### src/rtl/core/i2cm_pkg.sv
// ----------------------------------------------------------------------------
// i2cm_pkg
// Shared codes, constants and types of the I2C master bit sequencer.
// ----------------------------------------------------------------------------
package i2cm_pkg;

  localparam logic [2:0] OP_START = 3'd0;
  localparam logic [2:0] OP_SEND  = 3'd1;
  localparam logic [2:0] OP_ACK   = 3'd2;
  localparam logic [2:0] OP_STOP  = 3'd3;
  localparam logic [2:0] OP_PROBE = 3'd4;

  localparam logic [15:0] HALF_PERIOD_RESET = 16'd30;
  localparam logic [2:0]  LAST_BIT          = 3'd7;
  localparam logic [1:0]  LAST_SUB          = 2'd2;

  // One emitted pin state
  typedef struct packed {
    logic scl;
    logic sda;
    logic hold;
    logic ack;
    logic last;
  } pin_state_t;

  // Sequencer command, from the input transfer
  typedef struct packed {
    logic [2:0] op;
    logic [7:0] data;
    logic       scl_lvl;
    logic       sda_lvl;
    logic       ack_lvl;
  } seq_cmd_t;

endpackage

### src/rtl/core/i2cm_seq.sv
// ----------------------------------------------------------------------------
// i2cm_seq
// Phase sequencer: steps through the pin states of one command, one state
// per advance, shifting the byte out through a single shift register.
// ----------------------------------------------------------------------------
module i2cm_seq
  import i2cm_pkg::*;
(
  input  logic       clk_i,
  input  logic       rst_ni,
  input  logic       start_i,
  input  seq_cmd_t   cmd_i,
  input  logic       adv_i,
  output logic       busy_o,
  output pin_state_t res_o
);

  typedef enum logic [5:0] {
    ST_IDLE  = 6'b000001,
    ST_START = 6'b000010,
    ST_SEND  = 6'b000100,
    ST_ACK   = 6'b001000,
    ST_STOP  = 6'b010000,
    ST_FAIL  = 6'b100000
  } phase_e;

  phase_e     phase_q, phase_d;
  logic [1:0] sub_q, sub_d;
  logic [2:0] bit_q, bit_d;
  logic [7:0] shift_q, shift_d;
  logic       probe_q, probe_d;
  logic       ack_q, ack_d;
  logic       scl_q, scl_d;
  logic       sda_q, sda_d;
  pin_state_t res;
  logic       sub_end;

  assign sub_end = (sub_q == LAST_SUB);
  assign busy_o  = (phase_q != ST_IDLE);
  assign res_o   = res;

  always_comb begin
    phase_d = phase_q;
    sub_d   = sub_q;
    bit_d   = bit_q;
    shift_d = shift_q;
    probe_d = probe_q;
    ack_d   = ack_q;
    res     = '0;

    unique case (phase_q)
      ST_IDLE: begin
        sub_d = 2'd0;
        bit_d = 3'd0;
        if (start_i) begin
          shift_d = cmd_i.data;
          ack_d   = cmd_i.ack_lvl;
          probe_d = (cmd_i.op == OP_PROBE);
          priority case (cmd_i.op)
            OP_START: phase_d = ST_START;
            OP_SEND:  phase_d = ST_SEND;
            OP_ACK:   phase_d = ST_ACK;
            OP_STOP:  phase_d = ST_STOP;
            OP_PROBE: phase_d = (cmd_i.scl_lvl && cmd_i.sda_lvl) ? ST_START : ST_FAIL;
            default:  phase_d = ST_IDLE;  // unknown code: dropped
          endcase
        end
      end
      ST_START: begin
        res.hold = 1'b1;
        unique case (sub_q)
          2'd0:    begin res.scl = 1'b1; res.sda = 1'b1; end
          2'd1:    begin res.scl = 1'b1; res.sda = 1'b0; end
          default: begin res.scl = 1'b0; res.sda = 1'b0; end
        endcase
        res.last = sub_end && !probe_q;
      end
      ST_SEND: begin
        res.hold = 1'b1;
        unique case (sub_q)
          2'd0:    begin res.scl = scl_q; res.sda = shift_q[7]; end
          2'd1:    begin res.scl = 1'b1;  res.sda = shift_q[7]; end
          default: begin
            res.scl = 1'b0;
            res.sda = (bit_q == LAST_BIT) ? 1'b1 : shift_q[7];
          end
        endcase
        res.last = sub_end && (bit_q == LAST_BIT) && !probe_q;
      end
      ST_ACK: begin
        res.hold = 1'b1;
        res.sda  = 1'b1;
        unique case (sub_q)
          2'd0:    res.scl = scl_q;
          2'd1:    res.scl = 1'b1;
          default: res.scl = 1'b0;
        endcase
        res.ack  = sub_end ? ack_q : 1'b0;
        res.last = sub_end && !probe_q;
      end
      ST_STOP: begin
        unique case (sub_q)
          2'd0:    begin res.scl = scl_q; res.sda = 1'b0; res.hold = 1'b0; end
          2'd1:    begin res.scl = 1'b1;  res.sda = 1'b0; res.hold = 1'b1; end
          default: begin res.scl = 1'b1;  res.sda = 1'b1; res.hold = 1'b0; end
        endcase
        res.ack  = sub_end && probe_q && ack_q;
        res.last = sub_end;
      end
      ST_FAIL: begin
        // bus not free: pins unchanged, not acknowledged
        res.scl  = scl_q;
        res.sda  = sda_q;
        res.ack  = 1'b1;
        res.last = 1'b1;
      end
      default: phase_d = ST_IDLE;
    endcase

    if (adv_i && busy_o) begin
      sub_d = sub_end ? 2'd0 : sub_q + 2'd1;
      if (phase_q == ST_SEND && sub_end) begin
        shift_d = {shift_q[6:0], 1'b0};
        bit_d   = bit_q + 3'd1;
      end
      if (res.last) begin
        phase_d = ST_IDLE;
      end else if (sub_end) begin
        priority case (phase_q)
          ST_START: phase_d = ST_SEND;
          ST_SEND:  phase_d = (bit_q == LAST_BIT) ? ST_ACK : ST_SEND;
          ST_ACK:   phase_d = ST_STOP;
          default:  phase_d = ST_IDLE;
        endcase
      end
    end
  end

  assign scl_d = (adv_i && busy_o) ? res.scl : scl_q;
  assign sda_d = (adv_i && busy_o) ? res.sda : sda_q;

  always_ff @(posedge clk_i or negedge rst_ni) begin
    if (!rst_ni) begin
      phase_q <= ST_IDLE;
      sub_q   <= 2'd0;
      bit_q   <= 3'd0;
      probe_q <= 1'b0;
      scl_q   <= 1'b1;
      sda_q   <= 1'b1;
    end else begin
      phase_q <= phase_d;
      sub_q   <= sub_d;
      bit_q   <= bit_d;
      probe_q <= probe_d;
      scl_q   <= scl_d;
      sda_q   <= sda_d;
    end
  end

  always_ff @(posedge clk_i) begin
    shift_q <= shift_d;
    ack_q   <= ack_d;
  end

endmodule

### src/rtl/core/i2c_master_bit_sequencer.sv
// ----------------------------------------------------------------------------
// i2c_master_bit_sequencer
// Expands I2C master commands into runs of SCL/SDA drive states.
// ----------------------------------------------------------------------------
// First pin state: through the phase register, then the output register.
// One state per cycle while the output is not stalled. States per command:
// start, wait ack, stop 3, send byte 24, probe 33 (1 if bus busy).
// Busy for the whole run; next command taken the cycle after the last state.
// Reset: SCL and SDA released high, half period 30 ticks, output empty.
// ----------------------------------------------------------------------------
module i2c_master_bit_sequencer
  import i2cm_pkg::*;
(
  input  logic        clk_i,
  input  logic        rst_ni,
  input  logic        in_valid_i,
  output logic        in_stall_o,
  input  logic [2:0]  operation_i,
  input  logic [7:0]  data_byte_i,
  input  logic        scl_level_i,
  input  logic        sda_level_i,
  input  logic        ack_level_i,
  output logic        out_valid_o,
  input  logic        out_stall_i,
  output logic        scl_drive_o,
  output logic        sda_drive_o,
  output logic        hold_delay_o,
  output logic        ack_result_o,
  output logic        last_o,
  input  logic        cfg_we_i,
  input  logic [15:0] cfg_wdata_i
);

  logic       busy;
  logic       adv;
  logic       start;
  seq_cmd_t   cmd;
  pin_state_t res;
  pin_state_t out_q, out_d;
  logic       out_valid_q, out_valid_d;

  // held for the pin timer that consumes hold_delay
  logic [15:0] half_period_q;

  assign in_stall_o = busy;
  assign start      = in_valid_i && !busy;
  assign adv        = busy && (!out_valid_q || !out_stall_i);

  assign cmd.op      = operation_i;
  assign cmd.data    = data_byte_i;
  assign cmd.scl_lvl = scl_level_i;
  assign cmd.sda_lvl = sda_level_i;
  assign cmd.ack_lvl = ack_level_i;

  i2cm_seq u_seq (
    .clk_i  (clk_i),
    .rst_ni (rst_ni),
    .start_i(start),
    .cmd_i  (cmd),
    .adv_i  (adv),
    .busy_o (busy),
    .res_o  (res)
  );

  assign out_d       = adv ? res : out_q;
  assign out_valid_d = adv ? 1'b1 : (out_valid_q && out_stall_i);

  always_ff @(posedge clk_i or negedge rst_ni) begin
    if (!rst_ni) begin
      out_valid_q   <= 1'b0;
      half_period_q <= HALF_PERIOD_RESET;
    end else begin
      out_valid_q <= out_valid_d;
      if (cfg_we_i) begin
        half_period_q <= cfg_wdata_i;
      end
    end
  end

  always_ff @(posedge clk_i) begin
    out_q <= out_d;
  end

  assign out_valid_o  = out_valid_q;
  assign scl_drive_o  = out_q.scl;
  assign sda_drive_o  = out_q.sda;
  assign hold_delay_o = out_q.hold;
  assign ack_result_o = out_q.ack;
  assign last_o       = out_q.last;

endmodule

### config.mk
export PLATFORM = sky130hd
export DESIGN_NAME = i2c_master_bit_sequencer
export DESIGN_NICKNAME = d
export VERILOG_FILES = /design/src/rtl/core/i2cm_pkg.sv /design/src/rtl/core/i2cm_seq.sv /design/src/rtl/core/i2c_master_bit_sequencer.sv
export SDC_FILE = /design/constraint.sdc
export NUM_CORES = 1
export LEC_CHECK = 0
export ABC_CLOCK_PERIOD_IN_PS = 2950
export BUFFER_PORTS_ARGS = -buffer_cell sky130_fd_sc_hd__clkbuf_2
export CORE_AREA = 2 2 59 61
export DETAILED_ROUTE_END_ITERATION = 10
export DIE_AREA = 0 0 61 63
export GPL_ROUTABILITY_DRIVEN = 0
export HOLD_SLACK_MARGIN = 0.06
export MAX_ROUTING_LAYER = met4
export PLACE_DENSITY = 0.79
export SKIP_LAST_GASP = 1
export SLEW_MARGIN = 25
export SYNTH_ARGS = -nofsm -noshare
export SYNTH_HDL_FRONTEND = slang
export SYNTH_HIERARCHICAL = 1
export SYNTH_SLANG_ARGS = --single-unit
### constraint.sdc
create_clock -name clk_i -period 2.95 [get_ports clk_i]
set_clock_uncertainty 0.2 [all_clocks]
set_input_delay 0 -clock clk_i [delete_from_list [all_inputs] [get_ports clk_i]]
set_output_delay 0 -clock clk_i [all_outputs]
set_load 0.02 [all_outputs]
==> results.cfg, run 1 <==
[status]
status = completed

[timing]
final-hold-violation-count = 0
rsz0062_at_grt = false
fmax_mhz = 363
setup_violations = 0
period_share_pct = 93.3
tns_ps = 0
fin_ws_ps = 197
period_minus_slack_ps = 2750
drv_slew = 0
worstMarginPinSlew_ps = 645
max-slew-margin-rel_pct = 56.6
hold-worst-slack_ps = 180

[placement]
dp_hpwl_um = 2440
dp.cells = 231
pre_cts_ws_ps = 237
portBuffers = 24
placed_area_um2 = 1750

[yosys]
yosysSeqAreaShare_pct = 44.8
syn_area_um2 = 1610
synth_area_per_cell_um2 = 9.79
synth_area_leaders = dfrtp_1 (19%), edfxtp_1 (11%), dfxtp_1 (10%), mux2i_1 (5.6%), nand2_1 (5.4%)
netlist_instances = 164
ys_async_sr_fraction_pct = 51.7
ys_ff_latch = 29
synth_warnings = 6
synth_edf_count = 6
synth_nets = 201
synthFlopType = dfrtp_1
ys_types = 53
synth_top_area_share_pct = 18.7
synth_area_leader_cell = dfrtp_1

[hold_path]
hold_path.class = in2reg

[routing]
ant_nets = 0
finalWirelength_um = 3970
drt_iter0_drc = 67
vias_per_cell = 5.78
drtPass1Iterations = 4
drc_errors = 0
vias = 1490
post_drt_wl_per_cell_um = 15.4

[floorplan]
initial_core_util_pct = 49.7
die_y_um = 63
rows = 21
core_um2 = 3230
die_area_um2 = 3840
fp.dieW_um = 61
io_pins = 42

[clock_network]
cts_setup_buffers = 0
cts_root_buffer = clkbuf_4
cts_max_level = 2
cts_inserted_buffers = 5
cts_tree = yes
clk_pin_slew_ps = 100
clkSinkCount = 29
clk_latency_ps = 340
clk_path_buf_depth = 2

[layout]
final_cell_mix = clkbuf_2 (24), nand2_1 (23), dlygate4sd3_1 (19), dfrtp_1 (12)
fin_util_pct = 63.1
fin_area_um2 = 2040
drive_above_1_share_pct = 24.5
final_cells = 258
area_delta_synth_final_pct = 27.1
layout.cells.most_common = clkbuf_2
antenna_cells = 0
final_nets = 248

[global_route]
grt_pass1_vias = 1481
grt_use_total_pct = 23.7
grt.overflow.total = 0
antenna_found_initial = 0
grt_pass1_wl_um = 6490
grt_max_degree = 21

[pwr]
leakage_nw = 0.863
power_mw = 1.67
power.density_nw_per_um2 = 817
ir_drop_mv = 0.541

[critical_path]
worstPathCellList = or4_4 -> nor2_8 -> inv_2 -> nor2b_2 -> nand3b_1 -> nor3_2 -> nor3b_1 -> o21ai_0 -> o31ai_1
cp_slowest_cell = or4_4
cp_data_required_time_ps = 3000
worst-path-max-fanout = 9
worstSetupStartpointType = flop
path_class = reg2reg
critPathCaptureType = flop
slowest_delay_ps = 630
worstPathArrival_ps = 2810

[job]
max_cap_viol_count = 0
==> power by group <==
group	internal [mW]	leakage (nW)	switching [mW]
Clock	0.228	0.0534	0.152
Sequential	0.557	0.320	0.0834
Combinational	0.245	0.490	0.402
==> logic make-up (layout without fill, tap and decap cells) <==
family	Yosys count	in the layout	share of synthesized area (%)
buffers and inverters	13	61	5.46
DFF	29	29	44.8
xor gates and xnor gates	3	3	1.64
AOI/OAI and AO/OA	44	44	18.5
and+or+nand+nor	63	63	21.7
muxes	10	10	6.31
adders and majority gates	2	2	1.56
==> critical path: cells and delay by family (launching register included) <==
kind / cells / cell delay, ps
buf+inv: 1 / 100
flops: 1 / 470
compound gates: 2 / 220
simple gates: 6 / 1670
==> metal layers <==
layer | track usage, % | share of wire, % | vias up | wire length, um
met5 | - | 0 | - | 0
met2 | 37.5 | 51 | 73 | 2040
met3 | 7.04 | 7.5 | 18 | 298
met1 | 25.6 | 38 | 708 | 1500
li1 | - | - | 691 | -
met4 | 13.6 | 3.5 | 0 | 138
==> registers in the layout (all words and copies together), names as in the netlist, 2 cells and up <==
register       flops
u_seq/bit_q        3
u_seq/sub_q        2
u_seq/shift_q      8
u_seq/phase_q      6
==> final cells by class <==
type / count / area (um2)
Fill cell: 267 / 1190
Multi-Input combinational cell: 122 / 806
Sequential cell: 29 / 719
Timing Repair Buffer: 46 / 333
Clock buffer: 6 / 62.6
Tap cell: 46 / 57.6
Clock inverter: 2 / 35.0
Inverter: 7 / 27.5
==> Yosys cell counts, types with 2 or more instances <==
library cell	instances
buf_2	2
nand2b_1	2
dfxtp_1	8
nand4b_1	2
dfrtp_1	12
o2bb2ai_1	2
nor4_1	2
nor2b_1	3
mux2i_1	9
nor2_1	7
xor2_1	2
edfxtp_1	6
o22ai_1	2
o21ai_1	9
a31oi_1	2
o21ai_2	2
ha_1	2
o21ai_0	9
nand3_1	5
a21oi_1	6
nand2_1	23
and3_1	2
buf_6	2
nand4_1	2
a21o_1	2
dfstp_2	3
nor3_1	3
inv_1	5
nand3b_1	4
==> what timing repair did <==
| item | 4_1_cts | 5_1_grt |
|---|---|---|
| gates resized for setup | 0 | 2 |
| hold buffers | 19 | 0 |
| setup endpoints to repair | 0 | 1 |
| endpoints found under the hold margin | 41 | 0 |
==> final timing paths <==
| path | from | end | slack [ps] | depth (start not counted) |
|---|---|---|---|---|
| hold / removal | ack_level_i | u_seq/ack_q | 180 | 2 |
| hold reg to reg | u_seq/shift_q[2] | u_seq/shift_q[3] | 260 | 2 |
| setup / recovery | u_seq/phase_q[5] | u_seq/phase_q[3] | 200 | 9 |
| max in group asynchronous | rst_ni | out_valid_o | 1020 | 4 |
| min in group asynchronous | rst_ni | u_seq/phase_q[0] | 540 | 3 |
| setup reg to reg | u_seq/phase_q[5] | u_seq/phase_q[3] | 200 | 9 |
Power figures use the tool's default switching activity.
==> run 2, diff against run 1 <==
Settings changed: CORE_AREA 2 2 59 61 to 2 2 65 67, DIE_AREA 0 0 61 63 to 0 0 67 69, PLACE_DENSITY 0.79 to 0.67.
==> results.cfg, run 2 (synthesis gave the netlist of run 1 again) <==
[status]
status = completed

[critical_path]
worstSetupStartpointType = flop
critPathCaptureType = flop
worst-path-max-fanout = 9
path_class = reg2reg
worstPathArrival_ps = 2610
cp_data_required_time_ps = 2920

[routing]
vias = 1409
post_drt_wl_per_cell_um = 13.9
drc_errors = 0
drt_iter0_drc = 74
finalWirelength_um = 3660
drtPass1Iterations = 4
ant_nets = 0
vias_per_cell = 5.36

[timing]
period_share_pct = 89.4
tns_ps = 0
max-slew-margin-rel_pct = 57.7
final-hold-violation-count = 0
rsz0062_at_grt = false
setup_violations = 0
worstMarginPinSlew_ps = 628
fmax_mhz = 379
period_minus_slack_ps = 2640
drv_slew = 0

[hold_path]
hold_path.class = in2async

[layout]
final_cell_mix = clkbuf_2 (24), nand2_1 (23), dlygate4sd3_1 (17), dfrtp_1 (12)
reg.largest.list = u_seq/shift_q (8), u_seq/phase_q (6), u_seq/bit_q (3)
final_nets = 249
layout.cells.most_common = clkbuf_2
largest-register = u_seq/shift_q
antenna_cells = 0
final_cells = 263
fillers = 377
area_delta_synth_final_pct = 26.2
largest_reg_flops = 8
drive_above_1_share_pct = 24.4

[clock_network]
clk_path_buf_depth = 2
clkSinkCount = 29
cts_tree = yes
cts_root_buffer = clkbuf_8
clk_latency_ps = 280
cts_max_level = 2
cts_setup_buffers = 0
clk_pin_slew_ps = 60
cts_inserted_buffers = 5

[floorplan]
initial_core_util_pct = 41.0
die_y_um = 69
core_um2 = 3910
die_area_um2 = 4620
rows = 23
fp.dieW_um = 67
io_pins = 42

[pwr]
comb_power_share_pct = 40.3
leakage_nw = 0.859
ir_drop_mv = 0.387
power.density_nw_per_um2 = 786
p_sw_uw = 620
clockPowerShare_pct = 19.5
intPower_uw = 972
swShare_pct = 39.0
p_seq_share_pct = 40.1

[global_route]
grt_pass1_wl_um = 6510
grt_use_total_pct = 19.2
grt_pass1_vias = 1454
grt_max_degree = 14
grt.overflow.total = 0
antenna_found_initial = 0

[placement]
dp.cells = 238
dp_hpwl_um = 2550
portBuffers = 24

[job]
max_cap_viol_count = 0
run 2: cell types whose count changed in the layout (fill, tap and decap cells not counted), sizes merged:
cell         before  now
dlygate4sd3      19   17
clkinv            2    3
bufinv            1    0
buf               3    6
run 2: layout make-up:
| class | count | area (um2) | share of cell area [%] |
|---|---|---|---|
| Timing Repair Buffer | 47 | 335 | 16.6 |
| Clock inverter | 2 | 10.0 | 0.494 |
| Sequential cell | 29 | 719 | 35.5 |
| Tap cell | 50 | 62.6 | 3.09 |
| Clock buffer | 6 | 72.6 | 3.58 |
| Inverter | 7 | 27.5 | 1.36 |
| Multi-Input combinational cell | 122 | 798 | 39.4 |
run 2: path summary, 6_finish.rpt:
check | start | end | slack, ps | cells after the start
worst max-delay path | u_seq/phase_q[5] | u_seq/phase_q[3] | 310 | 9
worst min-delay path | rst_ni | u_seq/phase_q[0] | 80 | 2
worst max register to register | u_seq/phase_q[5] | u_seq/phase_q[3] | 310 | 9
worst min register to register | u_seq/shift_q[0] | u_seq/shift_q[1] | 250 | 2
max in group asynchronous | rst_ni | u_seq/sub_q[1] | 1440 | 3
min in group clk_i | in_valid_i | u_seq/probe_q | 90 | 6
run 2: critical path: stages (launching register included):
cell	delay (ps)
dfrtp_1	460
or4_4	610
nor2_8	190
inv_2	100
nor2b_1	200
nand3b_1	100
nor3_1	180
nor3b_1	260
o21ai_0	120
o31ai_1	100
run 2: timing repair:
item	in CTS	in global routing
hold endpoints to repair	40	0
hold buffers	17	0
resized for setup	0	0
run 2: stage by stage:
stage	total power [mW]	hold WS [ps]	instance area, um2	utilization [%]	worst slack [ps]
2_1_floorplan	1.12	-496	1610	-	454
3_3_place_gp	1.25	-255	1770	45.3	390
3_5_place_dp	1.26	-254	1770	45.3	337
4_1_cts	1.60	65.5	2030	51.8	311
5_1_grt	1.71	84.1	2030	51.8	77.5
6_report	1.59	77.9	2030	51.8	312
run 2: power by group through the flow:
stage | logic [mW] | clock network (mW) | registers, mW
floorplan | 0.455 | 0 | 0.665
global placement | 0.610 | 0 | 0.638
detailed placement | 0.624 | 0 | 0.641
CTS | 0.644 | 0.322 | 0.637
global route | 0.709 | 0.345 | 0.656
finish | 0.642 | 0.311 | 0.639
run 2: layer usage:
layer | wire length [um] | track usage [%]
met2 | 1760 | 28.8
met1 | 1540 | 23.6
met3 | 270 | 3.10
met4 | 94 | 12.0
met5 | 0 | -
